===== src/rtl/voxel_face_culling_mesher_assert.svh =====
// ----------------------------------------------------------------------------
// Assertion macros for the voxel face culling mesher
// Concurrent assertion helpers that can be compiled out with NO_ASSERTIONS.
// ----------------------------------------------------------------------------
`ifndef VOXEL_FACE_CULLING_MESHER_ASSERT_SVH
`define VOXEL_FACE_CULLING_MESHER_ASSERT_SVH

`ifndef NO_ASSERTIONS

// Consequent must hold in the same cycle as the antecedent.
`define VFCM_ASSERT_SAME(lbl, clk, rstn, ante, cons) \
	lbl: assert property (@(posedge clk) disable iff (!rstn) (ante) |-> (cons)) \
		else $error("vfcm assertion failed");

// Consequent must hold in the cycle after the antecedent.
`define VFCM_ASSERT_NEXT(lbl, clk, rstn, ante, cons) \
	lbl: assert property (@(posedge clk) disable iff (!rstn) (ante) |=> (cons)) \
		else $error("vfcm assertion failed");

`else

`define VFCM_ASSERT_SAME(lbl, clk, rstn, ante, cons)
`define VFCM_ASSERT_NEXT(lbl, clk, rstn, ante, cons)

`endif

`endif


===== src/rtl/vfcm_pkg.sv =====
// ----------------------------------------------------------------------------
// Voxel face culling mesher package
// Chunk geometry, field widths and the shared types of the mesher.
// ----------------------------------------------------------------------------
`default_nettype none

package vfcm_pkg;

	localparam int CHUNK_SIDE = 16;
	localparam int COORD_W    = $clog2(CHUNK_SIDE);
	localparam int ADDR_W     = 3 * COORD_W;
	localparam int CELLS      = CHUNK_SIDE * CHUNK_SIDE * CHUNK_SIDE;
	localparam int TYPE_W     = 8;
	localparam int COUNT_W    = 15;
	localparam int BASE_W     = COUNT_W + 2;
	localparam int NUM_SIDES  = 6;
	localparam int SIDE_W     = 3;

	localparam logic [COORD_W-1:0] COORD_LAST = COORD_W'(CHUNK_SIDE - 1);
	localparam logic [TYPE_W-1:0]  AIR        = '0;
	localparam logic [TYPE_W-1:0]  OFFSET_TYPE_RESET = TYPE_W'(2);

	typedef enum logic {
		KIND_WRITE = 1'b0,
		KIND_MESH  = 1'b1
	} kind_t;

	typedef enum logic [SIDE_W-1:0] {
		SIDE_PX = 3'd0,
		SIDE_NX = 3'd1,
		SIDE_PY = 3'd2,
		SIDE_NY = 3'd3,
		SIDE_PZ = 3'd4,
		SIDE_NZ = 3'd5
	} side_t;

	typedef enum logic [2:0] {
		ST_IDLE,
		ST_CENTER,
		ST_SCAN,
		ST_DRAIN,
		ST_EMIT
	} state_t;

	typedef struct packed {
		logic [COORD_W-1:0] x;
		logic [COORD_W-1:0] y;
		logic [COORD_W-1:0] z;
	} coord_t;

	typedef struct packed {
		logic              at_edge;
		logic [ADDR_W-1:0] addr;
	} nbr_t;

endpackage

`default_nettype wire


===== src/rtl/vfcm_nbr_unit.sv =====
// ----------------------------------------------------------------------------
// Neighbor address unit
// Steps one coordinate toward a side and flags sides on the chunk boundary.
// ----------------------------------------------------------------------------
`default_nettype none

module vfcm_nbr_unit (
	input  vfcm_pkg::coord_t origin,
	input  vfcm_pkg::side_t  side,
	output vfcm_pkg::nbr_t   nbr
);

	logic [vfcm_pkg::COORD_W-1:0] c;
	logic [vfcm_pkg::COORD_W-1:0] c_step;
	logic                         plus;
	vfcm_pkg::coord_t             n;

	// Pick the axis coordinate that this side moves along.
	always_comb begin
		plus = 1'b1;
		c    = origin.x;
		unique case (side)
			vfcm_pkg::SIDE_PX: begin plus = 1'b1; c = origin.x; end
			vfcm_pkg::SIDE_NX: begin plus = 1'b0; c = origin.x; end
			vfcm_pkg::SIDE_PY: begin plus = 1'b1; c = origin.y; end
			vfcm_pkg::SIDE_NY: begin plus = 1'b0; c = origin.y; end
			vfcm_pkg::SIDE_PZ: begin plus = 1'b1; c = origin.z; end
			vfcm_pkg::SIDE_NZ: begin plus = 1'b0; c = origin.z; end
			default: begin plus = 1'b1; c = origin.x; end
		endcase
	end

	// One shared incrementer/decrementer; its result is unused on the boundary.
	assign c_step = plus ? c + 1'b1 : c - 1'b1;

	always_comb begin
		n = origin;
		unique case (side)
			vfcm_pkg::SIDE_PX, vfcm_pkg::SIDE_NX: n.x = c_step;
			vfcm_pkg::SIDE_PY, vfcm_pkg::SIDE_NY: n.y = c_step;
			vfcm_pkg::SIDE_PZ, vfcm_pkg::SIDE_NZ: n.z = c_step;
			default: n = origin;
		endcase
	end

	assign nbr.at_edge = plus ? (c == vfcm_pkg::COORD_LAST) : (c == '0);
	assign nbr.addr    = {n.x, n.y, n.z};

endmodule

`default_nettype wire

===== config.mk =====
export PLATFORM = sky130hd
export DESIGN_NAME = vfcm_nbr_unit
export DESIGN_NICKNAME = d
export VERILOG_FILES = /design/src/rtl/voxel_face_culling_mesher_assert.svh /design/src/rtl/vfcm_pkg.sv /design/src/rtl/vfcm_nbr_unit.sv
export SDC_FILE = /design/constraint.sdc
export NUM_CORES = 1
export LEC_CHECK = 0
export BUFFER_PORTS_ARGS = -buffer_cell sky130_fd_sc_hd__buf_2
export CAP_MARGIN = 20
export CORE_AREA = 2 2 39 41
export DETAILED_ROUTE_END_ITERATION = 8
export DIE_AREA = 0 0 41 43
export PLACE_DENSITY = 0.73
export SKIP_LAST_GASP = 1
export SYNTH_ARGS = -nofsm -noshare
export SYNTH_HDL_FRONTEND = slang
export SYNTH_SLANG_ARGS = --single-unit

===== constraint.sdc =====
create_clock -name vclk -period 3.5
set_input_delay 0 -clock vclk [all_inputs]
set_output_delay 0 -clock vclk [all_outputs]
set_load 0.02 [all_outputs]

==> reports/metrics.csv, run 1 <==
metric;value;unit
syn_inst;67;
yosys_warnings;0;
floorplan.rows;14;
slew_headroom;51.2;%
fin_setup_tns;0;ns
wl;1240;um
clock.fmax;0.439;GHz
timing.final.max_slew_violations;0;
antenna-diode-count;0;
cts_repair_resize_count;0;
hpwlAfterDp;1010;um
syn2layout_area_growth;24.3;%
yosysUniqueCellTypes;32;
sort_of_element_at_the_start_of_the_critical_path;input port;
finalCriticalPeriod;2.28;ns
period_share;65.1;%
hold_end;nbr[4];
nature_of_the_critical_path_endpoint;output pin;
grt_start_max_net_pins;20;
wire_per_inst;11.7;um
floorplan.initialDensity;36.5;%
gr-total-overflow;0;
drt-vias-per-instance;5.47;
min-delay-start;origin[4];
fp.coreArea;1380;um^2
wp_data_required;3.50;ns
fp.dieW;41;um
cap_violations;0;
report.final.setup_viol;0;
critical_path.max_fanout;19;
post_synth_instance_area;505;um^2
synth_fp_nets;85;
power-per-cell-area;197;nW/um^2
layout-drive-gt1-share;38.9;%
finalHoldViolations;0;
grt_first_pass_wirelength;1880;um
gpl.final_weighted_congestion;0.758;
avgSynthCellArea;7.54;um^2
total_drc_errors_in_the_routed_layout;0;
ctsHoldBuffers;0;
via_count;580;
clkbuf_count;0;
design.final.nets;110;
dieHeight;43;um
vdd.ir_drop.worst;0.0703;mV
worst-setup-path-type;in -> out;
ff_latch_area;0;um^2
port_buffers;28;
final_antenna_net_count;0;
drtIter0Drc;8;
final_worst_hold_slack;0.306;ns
die_area;1760;um^2
unrepaired_setup_endpoints_after_global_routing;no;
drt-pass1-iter-count;4;
cts_post_setup_buffers_inserted;0;
io_pins;28;
leakage;0.000293;uW
flops_and_latches;0;
worst_ep_arrival_time;2.28;ns
hold_path.class;in -> out;
worstHoldPathCells;3;
status;completed;
worst_pin_slew;0.725;ns
grt_antenna_before_repair;0;
first_global_vias;440;
grt_util_all_layers;14.1;%
synth.yosys.seq_area_share;0;%
worst max-delay path by stage:
stage,from,to,slack [ns]
floorplan,side[1],nbr[11],1.43
global placement,side[2],nbr[11],1.38
detailed placement,side[2],nbr[11],1.22
CTS,side[2],nbr[11],1.22
global route,side[2],nbr[11],1.07
finish,side[2],nbr[11],1.22
critical path: stages:
cell      delay [ns]
buf_2           0.22
a21boi_0        0.64
ha_1            0.37
nand2b_1        0.08
o221ai_1        0.13
a21oi_2         0.26
mux2_1          0.34
nand3_1         0.08
buf_2           0.16
routing by layer:
layer,vias to the layer above,wire [um],track usage (%)
li1,293,-,-
met5,-,0,0
met4,0,0,0
met3,0,70,0
met1,267,565,20.6
met2,20,598,23.8
synth_stat cells (all sizes together):
cell,instances,share of area (%)
a211oi,3,6.4
a21boi,1,1.5
a21oi,5,5.7
buf,3,5.9
clkbuf,2,1.5
fa,1,4.0
ha,2,4.9
inv,2,1.5
mux2,4,8.9
mux2i,8,16
nand2,5,3.7
nand2b,5,6.2
nand3,2,2.0
nand3b,1,1.5
nand4,1,1.2
nor2,3,2.2
nor2b,2,3.0
nor3b,1,1.5
nor4,1,1.2
nor4b,1,1.7
o21ai,6,5.9
o221ai,1,1.7
o22a,1,1.7
or4,1,1.5
xnor2,4,6.9
xor2,1,1.7
logic make-up after synthesis:
family,Yosys count,share of synthesized area [%]
multiplexers,12,24.8
adder cells (fa/ha/maj),3,8.91
buffers and inverters,7,8.91
AND/OR/NAND/NOR,23,25.7
AO/OA/AOI/OAI,17,23.0
XOR/XNOR,5,8.66
metrics by stage:
stage / util (%) / std cells / area [um^2] / power [uW] / setup slack (ns)
finish: 45.4 / 106 / 628 / 124 / 1.22
CTS: 45.4 / 106 / 628 / 125 / 1.22
floorplan: - / 67 / 505 / 90.4 / 1.43
global route: 45.4 / 106 / 628 / 136 / 1.07
detailed placement: 45.4 / 106 / 628 / 125 / 1.22
global placement: 45.4 / 106 / 628 / 122 / 1.38
placed cells by master (no fill, tap or decap), types with 2 or more instances in the layout:
cell type / Yosys / layout
mux2i_1: 8 / 8
inv_1: 2 / 2
buf_2: 0 / 28
nand2_1: 5 / 5
ha_1: 2 / 2
a211oi_2: 2 / 2
nand3_1: 2 / 2
mux2_2: 3 / 3
o21ai_1: 2 / 2
nor2_1: 3 / 3
a21oi_1: 4 / 4
xnor2_1: 4 / 4
o21ai_0: 4 / 4
nand2b_1: 5 / 5
power by group:
part / switching, uW / leakage [uW] / internal, uW / total, uW
Combinational: 73.3 / 0.000293 / 50.6 / 124
Clock: 0 / 0 / 0 / 0
Sequential: 0 / 0 / 0 / 0
area by class of cell:
| class | instances | area, um^2 |
|---|---|---|
| fillers | 154 | 756 |
| inverters | 2 | 7.51 |
| multi-input cells | 60 | 460 |
| well taps | 16 | 20.0 |
| repair buffers | 28 | 140 |
Note: power is estimated with default switching activity, not from simulation.
==> run 2: changes to the inputs <==
--- a/config.mk
+++ b/config.mk
@@ -5,6 +5,7 @@
 export SDC_FILE = /design/constraint.sdc
 export NUM_CORES = 1
 export LEC_CHECK = 0
+export ABC_AREA = 1
 export BUFFER_PORTS_ARGS = -buffer_cell sky130_fd_sc_hd__buf_2
 export CAP_MARGIN = 20
 export CORE_AREA = 2 2 39 41
==> constraint.sdc (replaced) <==
create_clock -name vclk -period 1.84
set_input_delay 0 -clock vclk [all_inputs]
set_output_delay 0 -clock vclk [all_outputs]
set_load 0.02 [all_outputs]
==> reports/metrics.csv, run 2 <==
metric;value;unit
cp.depth;16;
worst_pin_slew;0.277;ns
worst-path-buf-inv;6;
unrepaired_setup_endpoints_after_global_routing;no;
dieHeight;43;um
port_buffers;28;
cp_common_cell;nand2_1;
layout_common_cells;nand2_1 (32), buf_2 (28), inv_1 (15);
via_count;628;
ff_latch_area;0;um^2
fp.coreArea;1380;um^2
sort_of_element_at_the_start_of_the_critical_path;input port;
antenna-diode-count;0;
critical_path.max_fanout;10;
post-place-cells;132;
vdd.ir_drop.worst;0.160;mV
drt-pass1-iter-count;3;
grt_antenna_before_repair;0;
first_global_vias;516;
wire_per_inst;9.47;um
finalHoldViolations;0;
synth_fp_nets;107;
slew_headroom;81.4;%
io_pins;28;
nature_of_the_critical_path_endpoint;output pin;
synth_top_cell_area_share;25.5;%
post_synth_instance_area;470;um^2
power-per-cell-area;357;nW/um^2
yosys.cell_count.top_type;nand2_1;
period_share;89.9;%
worstSetupEndpoint;nbr[3];
timing.final.max_slew_violations;0;
finalNonFillerCells;132;
report.final.setup_viol;0;
wp_data_required;1.84;ns
avgSynthCellArea;5.29;um^2
crit_family;buffers and inverters;
clkbuf_count;0;
final.fill_count;151;
cap_violations;0;
gr-total-overflow;0;
hpwlAfterDp;1080;um
layout-drive-gt1-share;36.2;%
flops_and_latches;0;
fin_util;48.0;%
total_drc_errors_in_the_routed_layout;0;
worst_ep_arrival_time;1.65;ns
p_total;237;uW
cp-startpoint;side[2];
status;completed;
die_area;1760;um^2
ys_top_cells_by_count;nand2_1 (32), inv_1 (15), nand3_1 (11);
syn_inst;89;
drt-vias-per-instance;4.76;
final_worst_hold_slack;0.321;ns
final_antenna_net_count;0;
yosysUniqueCellTypes;20;
clock.fmax;0.604;GHz
hold_path.class;in -> out;
yosys_warnings;0;
drtIter0Drc;2;
fp.dieW;41;um
yosys.area.top_type;nand2_1;
grt_first_pass_wirelength;1860;um
syn2layout_area_growth;41.2;%
timing.critical_path.cells;buf_2, inv_2, nand2_8, nand3_1, o221ai_2, inv_1, ha_4, nand2_1, inv_1, nand3_1, nand2_1, inv_1, nand2_1, nand3_1, nand2_1, buf_2;
worst-setup-path-type;in -> out;
multiInputGateArea;427;um^2
critical-path-max-stage-delay;0.29;ns
grt_util_all_layers;13.9;%
cpMaxStageDelayCell;ha_4;
floorplan.rows;14;
design.final.nets;136;
wl;1250;um
finalCriticalPeriod;1.65;ns
floorplan.initialDensity;34.0;%
layout_commonest_cell;nand2_1;
ctsHoldBuffers;0;
leakage;0.000420;uW
gpl.final_weighted_congestion;0.798;
netlist_top_cells_area;nand2_1 (26%), inv_1 (12%), nand3_1 (12%);
synth.yosys.seq_area_share;0;%
grt_start_max_net_pins;13;
==> run 2: final cells by class <==
| cell class | instances | share of cell area, % |
|---|---|---|
| Inverter | 18 | 10.5 |
| Multi-Input combinational cell | 69 | 64.2 |
| Tap cell | 16 | 3.01 |
| Timing Repair Buffer | 29 | 22.2 |
==> run 2: per-layer routing <==
| metal | up-vias | routed length (um) | part of all wire (%) | GRT usage (%) |
|---|---|---|---|---|
| li1 | 336 | - | - | - |
| met1 | 272 | 511 | 41 | 15.6 |
| met2 | 20 | 665 | 53 | 27.8 |
| met3 | 0 | 73 | 5.8 | 0.524 |
| met4 | 0 | 0 | 0 | 0 |
| met5 | - | 0 | 0 | 0 |
==> run 2: cells by family after synthesis <==
| kind of cell | count (synthesis) | share of synthesized area, % |
|---|---|---|
| AND/OR/NAND/NOR | 56 | 56.6 |
| buffers and inverters | 20 | 19.1 |
| AO/OA/AOI/OAI | 9 | 12.8 |
| adder cells (fa/ha/maj) | 3 | 9.57 |
| XOR/XNOR | 1 | 1.86 |
==> run 2: how the worst min path moves through the flow <==
stage | start | endpoint | slack, ns | depth (start not counted)
2_1_floorplan | origin[0] | nbr[0] | 0.17 | 2
3_3_place_gp | origin[4] | nbr[4] | 0.32 | 4
3_5_place_dp | origin[0] | nbr[0] | 0.32 | 4
4_1_cts | origin[0] | nbr[0] | 0.32 | 4
5_1_grt | origin[7] | nbr[7] | 0.35 | 4
6_report | origin[0] | nbr[0] | 0.32 | 4
==> run 2: power breakdown <==
part           total [uW]  switching [uW]  internal, uW  leakage, uW
Sequential              0               0             0            0
Clock                   0               0             0            0
Combinational         237             151          86.8     0.000420
Total                 237             151          86.8     0.000420
==> run 2: metrics by stage <==
step / setup TNS, ns / setup slack (ns) / cell area [um^2]
CTS: 0 / 0.0530 / 622
global route: 0 / 0.0137 / 664
global placement: 0 / 0.0372 / 616
floorplan: 0 / 0.325 / 470
detailed placement: -0.0119 / -0.00844 / 616
finish: 0 / 0.186 / 664
==> run 2: what timing repair did <==
item                       in CTS  in global routing
buffers inserted                0                  0
gates resized for setup         1                  6
setup endpoints to repair       3                  4
==> run 3: changes to the inputs <==
--- a/config.mk
+++ b/config.mk
@@ -6,12 +6,13 @@
 export NUM_CORES = 1
 export LEC_CHECK = 0
 export ABC_AREA = 1
+export ABC_CLOCK_PERIOD_IN_PS = 1550
 export BUFFER_PORTS_ARGS = -buffer_cell sky130_fd_sc_hd__buf_2
 export CAP_MARGIN = 20
 export CORE_AREA = 2 2 39 41
 export DETAILED_ROUTE_END_ITERATION = 8
 export DIE_AREA = 0 0 41 43
-export PLACE_DENSITY = 0.73
+export PLACE_DENSITY = 0.7
 export SKIP_LAST_GASP = 1
 export SYNTH_ARGS = -nofsm -noshare
 export SYNTH_HDL_FRONTEND = slang
==> constraint.sdc (replaced) <==
create_clock -name vclk -period 1.55
set_input_delay 0 -clock vclk [all_inputs]
set_output_delay 0 -clock vclk [all_outputs]
set_load 0.02 [all_outputs]
==> reports/metrics.csv, run 3 (synthesized netlist as in run 2, its figures left out) <==
metric;value;unit
status;completed;
floorplan.rows;14;
wire_per_inst;10.9;um
slew_headroom;81.3;%
cap_violations;0;
dieHeight;43;um
final_worst_hold_slack;0.312;ns
fp.dieW;41;um
floorplan.initialDensity;34.0;%
layout_commonest_cell;nand2_1;
grt_antenna_before_repair;0;
hpwlAfterDp;1150;um
timing.final.ws_setup;0.0592;ns
layout_common_cells;nand2_1 (26), buf_2 (22), buf_4 (18);
fin_setup_tns;0;ns
sort_of_element_at_the_start_of_the_critical_path;input port;
finalNonFillerCells;150;
worst_pin_slew;0.280;ns
finalCriticalPeriod;1.49;ns
report.final.setup_viol;0;
gr-total-overflow;0;
grt_first_pass_wirelength;2280;um
post-place-cells;145;
p_total;411;uW
ctsHoldBuffers;0;
clkbuf_count;0;
timing.final.max_slew_violations;0;
drt-pass1-iter-count;3;
power-per-cell-area;427;nW/um^2
port_buffers;28;
design.final.nets;154;
hold_path.class;in -> out;
finalHoldViolations;0;
worst-setup-path-type;in -> out;
final_antenna_net_count;0;
ff_latch_area;0;um^2
vdd.ir_drop.worst;0.244;mV
clock.fmax;0.671;GHz
wl;1640;um
die_area;1760;um^2
critical-path-max-stage-delay;0.28;ns
grt_util_all_layers;17.4;%
layout-drive-gt1-share;56.7;%
syn2layout_area_growth;105;%
drtIter0Drc;4;
min-delay-start;origin[11];
cp_common_cell;nand2_2;
final.fill_count;107;
worst_ep_arrival_time;1.49;ns
worstHoldPathCells;4;
timing.critical_path.cells;buf_12, clkinv_8, nand2_8, o221ai_4, inv_2, ha_4, nand2_2, inv_2, nand3_1, nand2_1, inv_1, nand2_2, nand3_2, nand2_2, buf_6;
drt-vias-per-instance;4.76;
first_global_vias;591;
pre_cts_slack;-0.0987;ns
nature_of_the_critical_path_endpoint;output pin;
critical_path.max_fanout;8;
wp_data_required;1.55;ns
leakage;0.000537;uW
multiInputGateArea;513;um^2
period_share;96.2;%
total_drc_errors_in_the_routed_layout;0;
via_count;714;
flops_and_latches;0;
io_pins;28;
cpMaxStageDelayCell;ha_4;
antenna-diode-count;0;
hold_end;nbr[11];
gpl.final_weighted_congestion;0.829;
fp.coreArea;1380;um^2
grt_start_max_net_pins;9;
-- run 3: changes by cell type in the layout (fill, tap and decap cells not counted), moves of 3 or more --
cell / change
o21ai_0: -3
nand2_1: -6
nand3_1: -5
nand2_2: +6
o21ai_1: +3
buf_2: -6
buf_6: +5
nand3_2: +5
buf_4: +17
-- run 3: layout make-up --
| class | instances | share of cell area, % |
|---|---|---|
| well taps | 16 | 2.08 |
| repair buffers | 47 | 35.5 |
| inverters | 18 | 9.10 |
| multi-input cells | 69 | 53.3 |
-- run 3: metrics by stage --
stage                     instance area [um^2]  util [%]
after floorplan                            470         -
after global placement                     713      51.5
after detailed placement                   713      51.5
after CTS                                  764      55.2
after global routing                       962      69.5
final                                      962      69.5
-- run 3: critical path: cells and delay by family --
kind / cells / cell delay (ns)
AOI/OAI and AO/OA: 1 / 0.21
and+or+nand+nor: 7 / 0.53
adders and majority gates: 1 / 0.28
buffers and inverters: 6 / 0.45
-- run 3: timing repair --
item,CTS,global route
hold endpoints to repair,0,0
setup buffers,0,5
endpoints found under the setup margin,6,9
gates resized for setup,9,43
pin swaps,1,10
-- run 3: worst max-delay path by stage --
stage	depth (start not counted)	start	end
after floorplan	8	side[1]	nbr[1]
after global placement	15	side[1]	nbr[11]
after global routing	15	side[1]	nbr[7]
after CTS	15	side[1]	nbr[11]
after detailed placement	15	side[1]	nbr[11]
final	15	side[1]	nbr[7]
-- run 3: metal layers --
layer | global-route usage (%) | part of all wire (%) | up-vias
met1 | 21.7 | 38 | 320
met5 | 0 | 0 | -
met4 | 0 | 0 | 0
met3 | 0 | 4.0 | 0
li1 | - | - | 371
met2 | 33.1 | 58 | 23
-- run 3: report_power, final --
group,internal [uW],total [uW],switching [uW]
Clock,0,0,0
Sequential,0,0,0
Combinational,185,411,225
